## src/rtl/pidl_pkg.sv

```systemverilog
`default_nettype none
package pidl_pkg;

  localparam int POS_W   = 7;
  localparam int DATA_W  = 32;
  localparam int COUNT_W = 7;

  localparam logic [1:0] KIND_INSERT = 2'd0;
  localparam logic [1:0] KIND_DELETE = 2'd1;
  localparam logic [1:0] KIND_READ   = 2'd2;

  localparam logic [1:0] ST_OK      = 2'd0;
  localparam logic [1:0] ST_BAD_POS = 2'd1;
  localparam logic [1:0] ST_FULL    = 2'd2;

  typedef enum logic [3:0] {
    DP_NOP,
    DP_CAPTURE,
    DP_RD_READ,
    DP_INS_RD,
    DP_INS_WR,
    DP_INS_VAL,
    DP_DEL_RD,
    DP_DEL_WR,
    DP_DEL_DONE
  } dp_op_t;

  typedef enum logic [3:0] {
    S_IDLE,
    S_CHECK,
    S_READ_OUT,
    S_INS_LOOP,
    S_INS_WR,
    S_INS_VAL,
    S_DEL_LOOP,
    S_DEL_WR,
    S_FIN
  } ctl_state_t;

  typedef struct packed {
    dp_op_t     op;
    logic       finish;
    logic [1:0] fin_status;
    logic       fin_use_rd;
  } dp_cmd_t;

  typedef struct packed {
    logic [1:0] kind;
    logic       bad;
    logic       full;
    logic       ins_last;
    logic       del_last;
  } dp_stat_t;

endpackage
`default_nettype wire

```

## src/rtl/pidl_ctrl.sv

```systemverilog
`default_nettype none
module pidl_ctrl (
  input  wire logic               clk,
  input  wire logic               rst_n,
  input  wire logic               start,
  output logic                    busy,
  input  wire pidl_pkg::dp_stat_t stat,
  output pidl_pkg::dp_cmd_t       cmd
);
  import pidl_pkg::*;

  ctl_state_t state_r, state_nxt;

  always_ff @(posedge clk) begin
    if (!rst_n) begin
      state_r <= S_IDLE;
    end else begin
      state_r <= state_nxt;
    end
  end

  always_comb begin
    state_nxt      = state_r;
    cmd.op         = DP_NOP;
    cmd.finish     = 1'b0;
    cmd.fin_status = ST_OK;
    cmd.fin_use_rd = 1'b0;
    case (state_r)
      S_IDLE: begin
        if (start) begin
          cmd.op    = DP_CAPTURE;
          state_nxt = S_CHECK;
        end
      end
      S_CHECK: begin
        if (stat.bad) begin
          cmd.finish     = 1'b1;
          cmd.fin_status = ST_BAD_POS;
          state_nxt      = S_IDLE;
        end else if (stat.kind == KIND_INSERT && stat.full) begin
          cmd.finish     = 1'b1;
          cmd.fin_status = ST_FULL;
          state_nxt      = S_IDLE;
        end else if (stat.kind == KIND_INSERT) begin
          state_nxt = S_INS_LOOP;
        end else if (stat.kind == KIND_DELETE) begin
          state_nxt = S_DEL_LOOP;
        end else begin
          cmd.op    = DP_RD_READ;
          state_nxt = S_READ_OUT;
        end
      end
      S_READ_OUT: begin
        cmd.finish     = 1'b1;
        cmd.fin_use_rd = 1'b1;
        state_nxt      = S_IDLE;
      end
      S_INS_LOOP: begin
        if (stat.ins_last) begin
          state_nxt = S_INS_VAL;
        end else begin
          cmd.op    = DP_INS_RD;
          state_nxt = S_INS_WR;
        end
      end
      S_INS_WR: begin
        cmd.op    = DP_INS_WR;
        state_nxt = S_INS_LOOP;
      end
      S_INS_VAL: begin
        cmd.op    = DP_INS_VAL;
        state_nxt = S_FIN;
      end
      S_DEL_LOOP: begin
        if (stat.del_last) begin
          cmd.op    = DP_DEL_DONE;
          state_nxt = S_FIN;
        end else begin
          cmd.op    = DP_DEL_RD;
          state_nxt = S_DEL_WR;
        end
      end
      S_DEL_WR: begin
        cmd.op    = DP_DEL_WR;
        state_nxt = S_DEL_LOOP;
      end
      S_FIN: begin
        cmd.finish = 1'b1;
        state_nxt  = S_IDLE;
      end
      default: begin
        state_nxt = S_IDLE;
      end
    endcase
  end

  assign busy = (state_r != S_IDLE);

endmodule
`default_nettype wire

```

## src/rtl/pidl_dp.sv

```systemverilog
`default_nettype none
module pidl_dp #(
  parameter int CAPACITY = 64
) (
  input  wire logic                                clk,
  input  wire logic                                rst_n,
  input  wire logic [1:0]                          in_kind,
  input  wire logic [pidl_pkg::POS_W-1:0]          in_position,
  input  wire logic signed [pidl_pkg::DATA_W-1:0]  in_value,
  input  wire pidl_pkg::dp_cmd_t                   cmd,
  output pidl_pkg::dp_stat_t                       stat,
  output logic                                     out_valid,
  output logic [1:0]                               out_status,
  output logic signed [pidl_pkg::DATA_W-1:0]       out_read_value,
  output logic [pidl_pkg::COUNT_W-1:0]             out_count
);
  import pidl_pkg::*;

  localparam int AW = $clog2(CAPACITY);
  localparam int CW = $clog2(CAPACITY + 1);
  localparam int PW = ((CW > POS_W) ? CW : POS_W) + 1;

  logic [DATA_W-1:0] mem [CAPACITY];

  logic [1:0]        kind_r;
  logic [POS_W-1:0]  pos_r;
  logic [DATA_W-1:0] val_r;
  logic [CW-1:0]     idx_r, idx_nxt;
  logic [CW-1:0]     count_r, count_nxt;
  logic [DATA_W-1:0] rdata_r;

  logic              out_valid_r;
  logic [1:0]        out_status_r;
  logic [DATA_W-1:0] out_rd_r;
  logic [CW-1:0]     out_count_r;

  logic [PW-1:0] pos_ext, count_ext, idx_ext;
  logic [PW-1:0] pos_m1, idx_m1;
  logic [PW-1:0] out_cnt_ext;
  logic          rd_en, wr_en;
  logic [AW-1:0] rd_addr, wr_addr;
  logic [DATA_W-1:0] wr_data;

  assign pos_ext   = PW'(pos_r);
  assign count_ext = PW'(count_r);
  assign idx_ext   = PW'(idx_r);
  assign pos_m1    = pos_ext - PW'(1);
  assign idx_m1    = idx_ext - PW'(1);

  always_comb begin
    stat.kind     = kind_r;
    stat.full     = (count_ext == PW'(CAPACITY));
    stat.ins_last = (idx_ext == pos_m1);
    stat.del_last = (idx_r == count_r);
    case (kind_r)
      KIND_INSERT: stat.bad = (pos_r == '0) || (pos_ext > count_ext + PW'(1));
      KIND_DELETE,
      KIND_READ:   stat.bad = (pos_r == '0) || (pos_ext > count_ext);
      default:     stat.bad = 1'b1;
    endcase
  end

  always_comb begin
    rd_en     = 1'b0;
    wr_en     = 1'b0;
    rd_addr   = pos_m1[AW-1:0];
    wr_addr   = idx_r[AW-1:0];
    wr_data   = rdata_r;
    idx_nxt   = idx_r;
    count_nxt = count_r;
    case (cmd.op)
      DP_RD_READ: begin
        rd_en = 1'b1;
      end
      DP_INS_RD: begin
        rd_en   = 1'b1;
        rd_addr = idx_m1[AW-1:0];
      end
      DP_INS_WR: begin
        wr_en   = 1'b1;
        idx_nxt = idx_r - CW'(1);
      end
      DP_INS_VAL: begin
        wr_en     = 1'b1;
        wr_addr   = pos_m1[AW-1:0];
        wr_data   = val_r;
        count_nxt = count_r + CW'(1);
      end
      DP_DEL_RD: begin
        rd_en   = 1'b1;
        rd_addr = idx_r[AW-1:0];
      end
      DP_DEL_WR: begin
        wr_en   = 1'b1;
        wr_addr = idx_m1[AW-1:0];
        idx_nxt = idx_r + CW'(1);
      end
      DP_DEL_DONE: begin
        count_nxt = count_r - CW'(1);
      end
      default: begin
      end
    endcase
  end

  always_ff @(posedge clk) begin
    if (wr_en) begin
      mem[wr_addr] <= wr_data;
    end
    if (rd_en) begin
      rdata_r <= mem[rd_addr];
    end
  end

  // request capture; idx starts at the first slot that moves
  always_ff @(posedge clk) begin
    if (cmd.op == DP_CAPTURE) begin
      kind_r <= in_kind;
      pos_r  <= in_position;
      val_r  <= in_value;
      idx_r  <= (in_kind == KIND_DELETE) ? CW'(in_position) : count_r;
    end else begin
      idx_r  <= idx_nxt;
    end
  end

  always_ff @(posedge clk) begin
    if (!rst_n) begin
      count_r     <= '0;
      out_valid_r <= 1'b0;
    end else begin
      count_r     <= count_nxt;
      out_valid_r <= cmd.finish;
    end
  end

  always_ff @(posedge clk) begin
    if (cmd.finish) begin
      out_status_r <= cmd.fin_status;
      out_rd_r     <= cmd.fin_use_rd ? rdata_r : '0;
      out_count_r  <= count_r;
    end
  end

  assign out_cnt_ext    = PW'(out_count_r);
  assign out_valid      = out_valid_r;
  assign out_status     = out_status_r;
  assign out_read_value = out_rd_r;
  assign out_count      = out_cnt_ext[COUNT_W-1:0];

endmodule
`default_nettype wire

```

## src/rtl/positional_insert_delete_list.sv

```systemverilog
// Ordered list of up to CAPACITY signed 32-bit entries held in a single-port
// array memory. A transaction is taken when start is high and busy is low;
// its result appears on the out_ ports for exactly one cycle with out_valid
// high, and there is no way to hold it off, so sample it then. Every entry
// that shifts costs one memory read plus one write. Busy covers the check
// (a reject ends there), a read's fetch, an insert's shift of p..count up
// plus value write, or a delete's shift of the entries after p down. The
// strobe comes when busy first falls, and a new start is taken in that cycle.
`default_nettype none
module positional_insert_delete_list #(
  parameter int CAPACITY = 64
) (
  input  wire logic                                clk,
  input  wire logic                                rst_n,
  input  wire logic                                start,
  output logic                                     busy,
  input  wire logic [1:0]                          in_kind,
  input  wire logic [pidl_pkg::POS_W-1:0]          in_position,
  input  wire logic signed [pidl_pkg::DATA_W-1:0]  in_value,
  output logic                                     out_valid,
  output logic [1:0]                               out_status,
  output logic signed [pidl_pkg::DATA_W-1:0]       out_read_value,
  output logic [pidl_pkg::COUNT_W-1:0]             out_count
);
  import pidl_pkg::*;

  dp_cmd_t  cmd;
  dp_stat_t stat;

  pidl_ctrl u_ctrl (
    .clk   (clk),
    .rst_n (rst_n),
    .start (start),
    .busy  (busy),
    .stat  (stat),
    .cmd   (cmd)
  );

  pidl_dp #(
    .CAPACITY (CAPACITY)
  ) u_dp (
    .clk            (clk),
    .rst_n          (rst_n),
    .in_kind        (in_kind),
    .in_position    (in_position),
    .in_value       (in_value),
    .cmd            (cmd),
    .stat           (stat),
    .out_valid      (out_valid),
    .out_status     (out_status),
    .out_read_value (out_read_value),
    .out_count      (out_count)
  );

endmodule
`default_nettype wire

```

## config.mk

```make
export PLATFORM = sky130hd
export DESIGN_NAME = positional_insert_delete_list
export DESIGN_NICKNAME = d
export VERILOG_FILES = /design/src/rtl/pidl_pkg.sv /design/src/rtl/pidl_ctrl.sv /design/src/rtl/pidl_dp.sv /design/src/rtl/positional_insert_delete_list.sv
export SDC_FILE = /design/constraint.sdc
export NUM_CORES = 2
export LEC_CHECK = 0
export ABC_CLOCK_PERIOD_IN_PS = 9100
export BUFFER_PORTS_ARGS = -buffer_cell sky130_fd_sc_hd__buf_2
export CAP_MARGIN = 10
export CORE_ASPECT_RATIO = 1.5
export CORE_UTILIZATION = 52
export DETAILED_ROUTE_END_ITERATION = 10
export MAX_ROUTING_LAYER = met4
export PLACE_DENSITY = 0.68
export SLEW_MARGIN = 10
export SYNTH_ARGS = -nofsm -noshare
export SYNTH_HDL_FRONTEND = slang
export SYNTH_SLANG_ARGS = --single-unit
export TNS_END_PERCENT = 50
```

## constraint.sdc

```tcl
create_clock -name clk -period 9.1 [get_ports clk]
set_input_delay 0 -clock clk [delete_from_list [all_inputs] [get_ports clk]]
set_output_delay 0 -clock clk [all_outputs]
set_load 0.02 [all_outputs]
```

==> report_table.html <==
<table>
<tr><th>Metric</th><th>Value</th></tr>
<tr><th colspan="2">Worst setup path</th></tr>
<tr><td>Buffers and inverters on the worst path</td><td>2</td></tr>
<tr><td>CP required</td><td>9520 ps</td></tr>
<tr><td>Delay-heaviest family, CP</td><td>simple AND/OR/NAND/NOR gates</td></tr>
<tr><td>Critical path peak fanout</td><td>33</td></tr>
<tr><td>CP arrival</td><td>6780 ps</td></tr>
<tr><td>Sort of element at the start of the critical path</td><td>flip-flop</td></tr>
<tr><td>Critical setup path kind</td><td>reg2reg</td></tr>
<tr><td>Max stage delay cell, worst path</td><td>sky130_fd_sc_hd__nor2_4</td></tr>
<tr><td>CP cell instances</td><td>inv_1 &gt; ha_1 &gt; or3b_1 &gt; a2111o_1 &gt; nand3_1 &gt; a31oi_2 &gt; nor2_1 &gt; o31ai_4 &gt; buf_4 &gt; a21bo_2 &gt; a21boi_0 &gt; nand2_1 &gt; nor2_4</td></tr>
<tr><td>Worst setup EP type</td><td>flip-flop</td></tr>
<tr><td>Worst path max stage delay</td><td>1100 ps</td></tr>
<tr><th colspan="2">Logic synthesis</th></tr>
<tr><td>Share of synthesized area occupied by flip-flops and latches</td><td>0.756</td></tr>
<tr><td>Number of synthesized flops with an enable pin</td><td>2169</td></tr>
<tr><td>Number of unique standard cell types used by synthesis</td><td>94</td></tr>
<tr><td>Mean instance size in the synthesized netlist</td><td>17.8 um2</td></tr>
<tr><td>Fraction of registers with async set/reset</td><td>0</td></tr>
<tr><td>Count of warnings emitted by yosys</td><td>0</td></tr>
<tr><td>Flip-flop cell with the highest count after synthesis</td><td>sky130_fd_sc_hd__edfxtp_1</td></tr>
<tr><td>Synth Instances</td><td>4868</td></tr>
<tr><td>Seq cells post-synth</td><td>2181</td></tr>
<tr><td>Synthesized cell area</td><td>86400 um2</td></tr>
<tr><td>Largest cells by area after synthesis</td><td>sky130_fd_sc_hd__edfxtp_1 (75%), sky130_fd_sc_hd__mux4_2 (7.4%), sky130_fd_sc_hd__nand2_1 (3.0%)</td></tr>
<tr><td>Share of Yosys cell area claimed by the top area cell type</td><td>0.754</td></tr>
<tr><td>Number of nets in the synthesized netlist</td><td>4947</td></tr>
<tr><td>Top cell type by total area after synthesis</td><td>sky130_fd_sc_hd__edfxtp_1</td></tr>
<tr><th colspan="2">Final layout</th></tr>
<tr><td>Area used by multi-input combinational logic</td><td>19900 um2</td></tr>
<tr><td>Area used by sequential logic in the layout</td><td>65400 um2</td></tr>
<tr><td>Final Util</td><td>0.589</td></tr>
<tr><td>Final Instance Area</td><td>96800 um2</td></tr>
<tr><td>Final cell count without fillers</td><td>7457</td></tr>
<tr><td>Number of filler instances in the final layout</td><td>11.9k</td></tr>
<tr><td>Final-stage net count</td><td>5165</td></tr>
<tr><td>P&amp;R area growth vs syn</td><td>11.9%</td></tr>
<tr><td>Ratio of cells with drive above 1 in the final layout</td><td>0.177</td></tr>
<tr><th colspan="2">Die</th></tr>
<tr><td>Core region area</td><td>164000 um2</td></tr>
<tr><td>Die height</td><td>501 um</td></tr>
<tr><td>Die area</td><td>168000 um2</td></tr>
<tr><td>Initial cell density of the core</td><td>0.526</td></tr>
<tr><td>I/O Pins</td><td>87</td></tr>
<tr><td>Number of core rows</td><td>182</td></tr>
<tr><td>Die width</td><td>335 um</td></tr>
<tr><th colspan="2">Routing</th></tr>
<tr><td>Via count normalized by instance count</td><td>6.42</td></tr>
<tr><td>Total wire length</td><td>234000 um</td></tr>
<tr><td>Number of remaining DRC errors</td><td>0</td></tr>
<tr><td>Remaining antenna violation count after routing</td><td>0</td></tr>
<tr><td>Detailed Route Iter0 Violations</td><td>6507</td></tr>
<tr><td>Wirelength per Cell</td><td>31.4 um</td></tr>
<tr><td>Vias after detailed routing</td><td>47.9k</td></tr>
<tr><td>First-pass iteration count of the detailed router</td><td>6</td></tr>
<tr><th colspan="2">STA</th></tr>
<tr><td>Min Clock Period, post-route</td><td>6360 ps</td></tr>
<tr><td>Worst Hold Slack</td><td>107 ps</td></tr>
<tr><td>Worst rel slew slack</td><td>0.0501</td></tr>
<tr><td>Maximum operating frequency</td><td>0.157 GHz</td></tr>
<tr><td>Number of max-slew violations in the final report</td><td>0</td></tr>
<tr><td>Slew at the pin closest to its max-slew limit</td><td>1420 ps</td></tr>
<tr><td>Layout Skew</td><td>30.0 ps</td></tr>
<tr><td>RSZ-0062 raised after global routing</td><td>no</td></tr>
<tr><td>Final hold viol count</td><td>0</td></tr>
<tr><td>Total Negative Setup Slacks</td><td>0 ps</td></tr>
<tr><td>Ratio of final minimum period to clock period</td><td>0.699</td></tr>
<tr><td>Post-route worst setup slack</td><td>2740 ps</td></tr>
<tr><td>Final setup fails</td><td>0</td></tr>
<tr><th colspan="2">Global routing</th></tr>
<tr><td>Number of global-route vias before repair</td><td>46.8k</td></tr>
<tr><td>Maximum number of pins on one net before global-route repair</td><td>103</td></tr>
<tr><td>First-pass GRT wire length</td><td>334000 um</td></tr>
<tr><td>GRT Overall Usage</td><td>0.287</td></tr>
<tr><td>Total congestion overflow</td><td>0</td></tr>
<tr><td>Number of antenna violations at the first check in global routing</td><td>7</td></tr>
<tr><th colspan="2">Place</th></tr>
<tr><td>Post-DP HPWL</td><td>140000 um</td></tr>
<tr><td>I/O Buffers</td><td>86</td></tr>
<tr><td>Placed Area</td><td>89700 um2</td></tr>
<tr><td>Final GP Congestion</td><td>0.939</td></tr>
<tr><td>Placed cell count</td><td>7021</td></tr>
<tr><td>Post-place setup slack</td><td>2930 ps</td></tr>
<tr><th colspan="2">Clocking</th></tr>
<tr><td>Number of setup buffers added after CTS</td><td>0</td></tr>
<tr><td>Root Driver</td><td>sky130_fd_sc_hd__clkbuf_16</td></tr>
<tr><td>Clock net sink count</td><td>2181</td></tr>
<tr><td>H-tree levels</td><td>4</td></tr>
<tr><td>Clock-pin slew of the registers on the worst-case setup and hold paths</td><td>70 ps</td></tr>
<tr><td>Maximum buffer depth of the clock tree</td><td>3</td></tr>
<tr><td>Clk_lat worst skew</td><td>840 ps</td></tr>
<tr><td>Inserted Clock Buffers</td><td>187</td></tr>
<tr><td>CTS tree</td><td>built</td></tr>
<tr><th colspan="2">Pwr</th></tr>
<tr><td>Peak VDD IR</td><td>0.000134 V</td></tr>
<tr><td>Total power of the final layout</td><td>22.0 mW</td></tr>
<tr><td>Pwr dens</td><td>228 nW/um2</td></tr>
<tr><td>Leakage</td><td>31.5 nW</td></tr>
<tr><th colspan="2">Job</th></tr>
<tr><td>MaxCap Viol Count</td><td>0</td></tr>
<tr><th colspan="2">Outcome</th></tr>
<tr><td>Result of the run</td><td>finished, final reports clean</td></tr>
<tr><th colspan="2">Min path</th></tr>
<tr><td>Hold WC Path Type</td><td>in2reg</td></tr>
</table>
[final timing paths]
| check | slack (ps) | cells past startpoint | to | startpoint |
|---|---|---|---|---|
| worst max-delay path | 2740 | 13 | u_dp.mem[2][24] | u_dp.pos_r[0] |
| worst min-delay path | 110 | 3 | u_dp.count_r[2] | rst_n |
| worst max register to register | 2740 | 13 | u_dp.mem[2][24] | u_dp.pos_r[0] |
| worst min register to register | 580 | 0 | u_dp.out_count[6] | u_dp.count_r[6] |
[cell usage in the layout (no fill, tap or decap), drive strengths merged, types with 10 or more instances in the layout]
cell / instances
edfxtp: 2169
nand2: 696
mux4: 297
clkbuf: 231
buf: 212
nand3: 203
mux2i: 171
nor2: 152
a21oi: 121
dlygate4sd3: 84
and3: 83
clkinv: 73
a31oi: 65
o22ai: 50
and2: 43
mux2: 40
a22oi: 38
a221oi: 37
o21ai: 37
nor3: 35
ha: 33
inv: 28
a311oi: 27
xnor2: 25
bufinv: 24
a32oi: 21
o32ai: 19
a311o: 18
clkinvlp: 14
nor4: 13
a221o: 12
dfxtp: 12
a21o: 11
nor2b: 10
a211oi: 10
[routing by layer]
| metal | global-route usage | vias up | wire [um] | share of wire |
|---|---|---|---|---|
| li1 | - | 19800 | - | - |
| met1 | 0.362 | 24800 | 85900 | 0.37 |
| met2 | 0.469 | 2741 | 118000 | 0.50 |
| met3 | 0.0453 | 499 | 20700 | 0.089 |
| met4 | 0.114 | 0 | 9950 | 0.042 |
| met5 | - | - | 0 | 0 |
[worst reg2reg max path, stage by stage (launching register included)]
cell	delay [ps]
sky130_fd_sc_hd__edfxtp_1	540
sky130_fd_sc_hd__inv_1	200
sky130_fd_sc_hd__ha_1	250
sky130_fd_sc_hd__or3b_1	410
sky130_fd_sc_hd__a2111o_1	380
sky130_fd_sc_hd__nand3_1	150
sky130_fd_sc_hd__a31oi_2	220
sky130_fd_sc_hd__nor2_1	440
sky130_fd_sc_hd__o31ai_4	130
sky130_fd_sc_hd__buf_4	360
sky130_fd_sc_hd__a21bo_2	300
sky130_fd_sc_hd__a21boi_0	690
sky130_fd_sc_hd__nand2_1	750
sky130_fd_sc_hd__nor2_4	1110
[final cells by class]
type                    instances  share of cell area
inverters                      24            0.000931
clock inverters               115              0.0128
flip-flops and latches       2181               0.676
multi-input cells            2396               0.206
diodes                          6            0.000155
clock buffers                 231              0.0518
repair buffers                296              0.0246
well taps                    2208              0.0286
[power by group]
part,switching (mW),total [mW],internal (mW)
registers,0.0562,11.2,11.1
logic,1.77,2.67,0.900
clock network,3.60,8.20,4.61
total,5.42,22.0,16.6
[flip-flops by register name, indices dropped and copies added, names as in the netlist]
name and flops:
u_ctrl.state_r 4, u_dp.count_r 7, u_dp.idx_r 7, u_dp.kind_r 2
u_dp.mem 2048, u_dp.out_count 7, u_dp.out_read_value 32, u_dp.out_status 2
u_dp.out_valid 1, u_dp.pos_r 7, u_dp.rdata_r 32, u_dp.val_r 32
[cells by family after synthesis]
family | after synthesis | share of synthesized area
DFF | 2181 | 0.756
and+or+nand+nor | 1279 | 0.0662
AOI/OAI and AO/OA | 538 | 0.0446
muxes | 508 | 0.103
buffers and inverters | 291 | 0.0207
xor gates and xnor gates | 36 | 0.00400
adders and majority gates | 35 | 0.00524
[synthesized netlist by cell type, types with 8 or more instances]
library cell / n
sky130_fd_sc_hd__nor2_1: 147
sky130_fd_sc_hd__xnor2_1: 25
sky130_fd_sc_hd__nor4_1: 12
sky130_fd_sc_hd__a21oi_1: 121
sky130_fd_sc_hd__nor2b_1: 10
sky130_fd_sc_hd__a221oi_1: 36
sky130_fd_sc_hd__nand2_1: 694
sky130_fd_sc_hd__mux2_2: 40
sky130_fd_sc_hd__a22oi_1: 38
sky130_fd_sc_hd__buf_1: 11
sky130_fd_sc_hd__a311o_1: 18
sky130_fd_sc_hd__and2_1: 43
sky130_fd_sc_hd__buf_4: 29
sky130_fd_sc_hd__nand4_1: 9
sky130_fd_sc_hd__nor3_1: 28
sky130_fd_sc_hd__mux4_2: 285
sky130_fd_sc_hd__a32oi_1: 21
sky130_fd_sc_hd__buf_2: 115
sky130_fd_sc_hd__edfxtp_1: 2169
sky130_fd_sc_hd__and3_1: 82
sky130_fd_sc_hd__buf_12: 9
sky130_fd_sc_hd__ha_1: 33
sky130_fd_sc_hd__a311oi_1: 27
sky130_fd_sc_hd__mux4_1: 12
sky130_fd_sc_hd__o221ai_1: 8
sky130_fd_sc_hd__a221o_1: 12
sky130_fd_sc_hd__o32ai_1: 19
sky130_fd_sc_hd__a31oi_1: 64
sky130_fd_sc_hd__buf_6: 29
sky130_fd_sc_hd__o21ai_0: 34
sky130_fd_sc_hd__a211oi_1: 8
sky130_fd_sc_hd__dfxtp_1: 12
sky130_fd_sc_hd__clkbuf_1: 67
sky130_fd_sc_hd__xor2_1: 9
sky130_fd_sc_hd__nand3_1: 203
sky130_fd_sc_hd__o211a_1: 8
sky130_fd_sc_hd__a21o_1: 11
sky130_fd_sc_hd__mux2i_1: 171
sky130_fd_sc_hd__a22o_1: 8
sky130_fd_sc_hd__o22ai_1: 50
sky130_fd_sc_hd__inv_1: 24
[what timing repair did]
item	CTS	global route
resized for setup	0	0
endpoints found under the hold margin	67	0
hold buffers	84	0
Power figures use the tool's default switching activity.
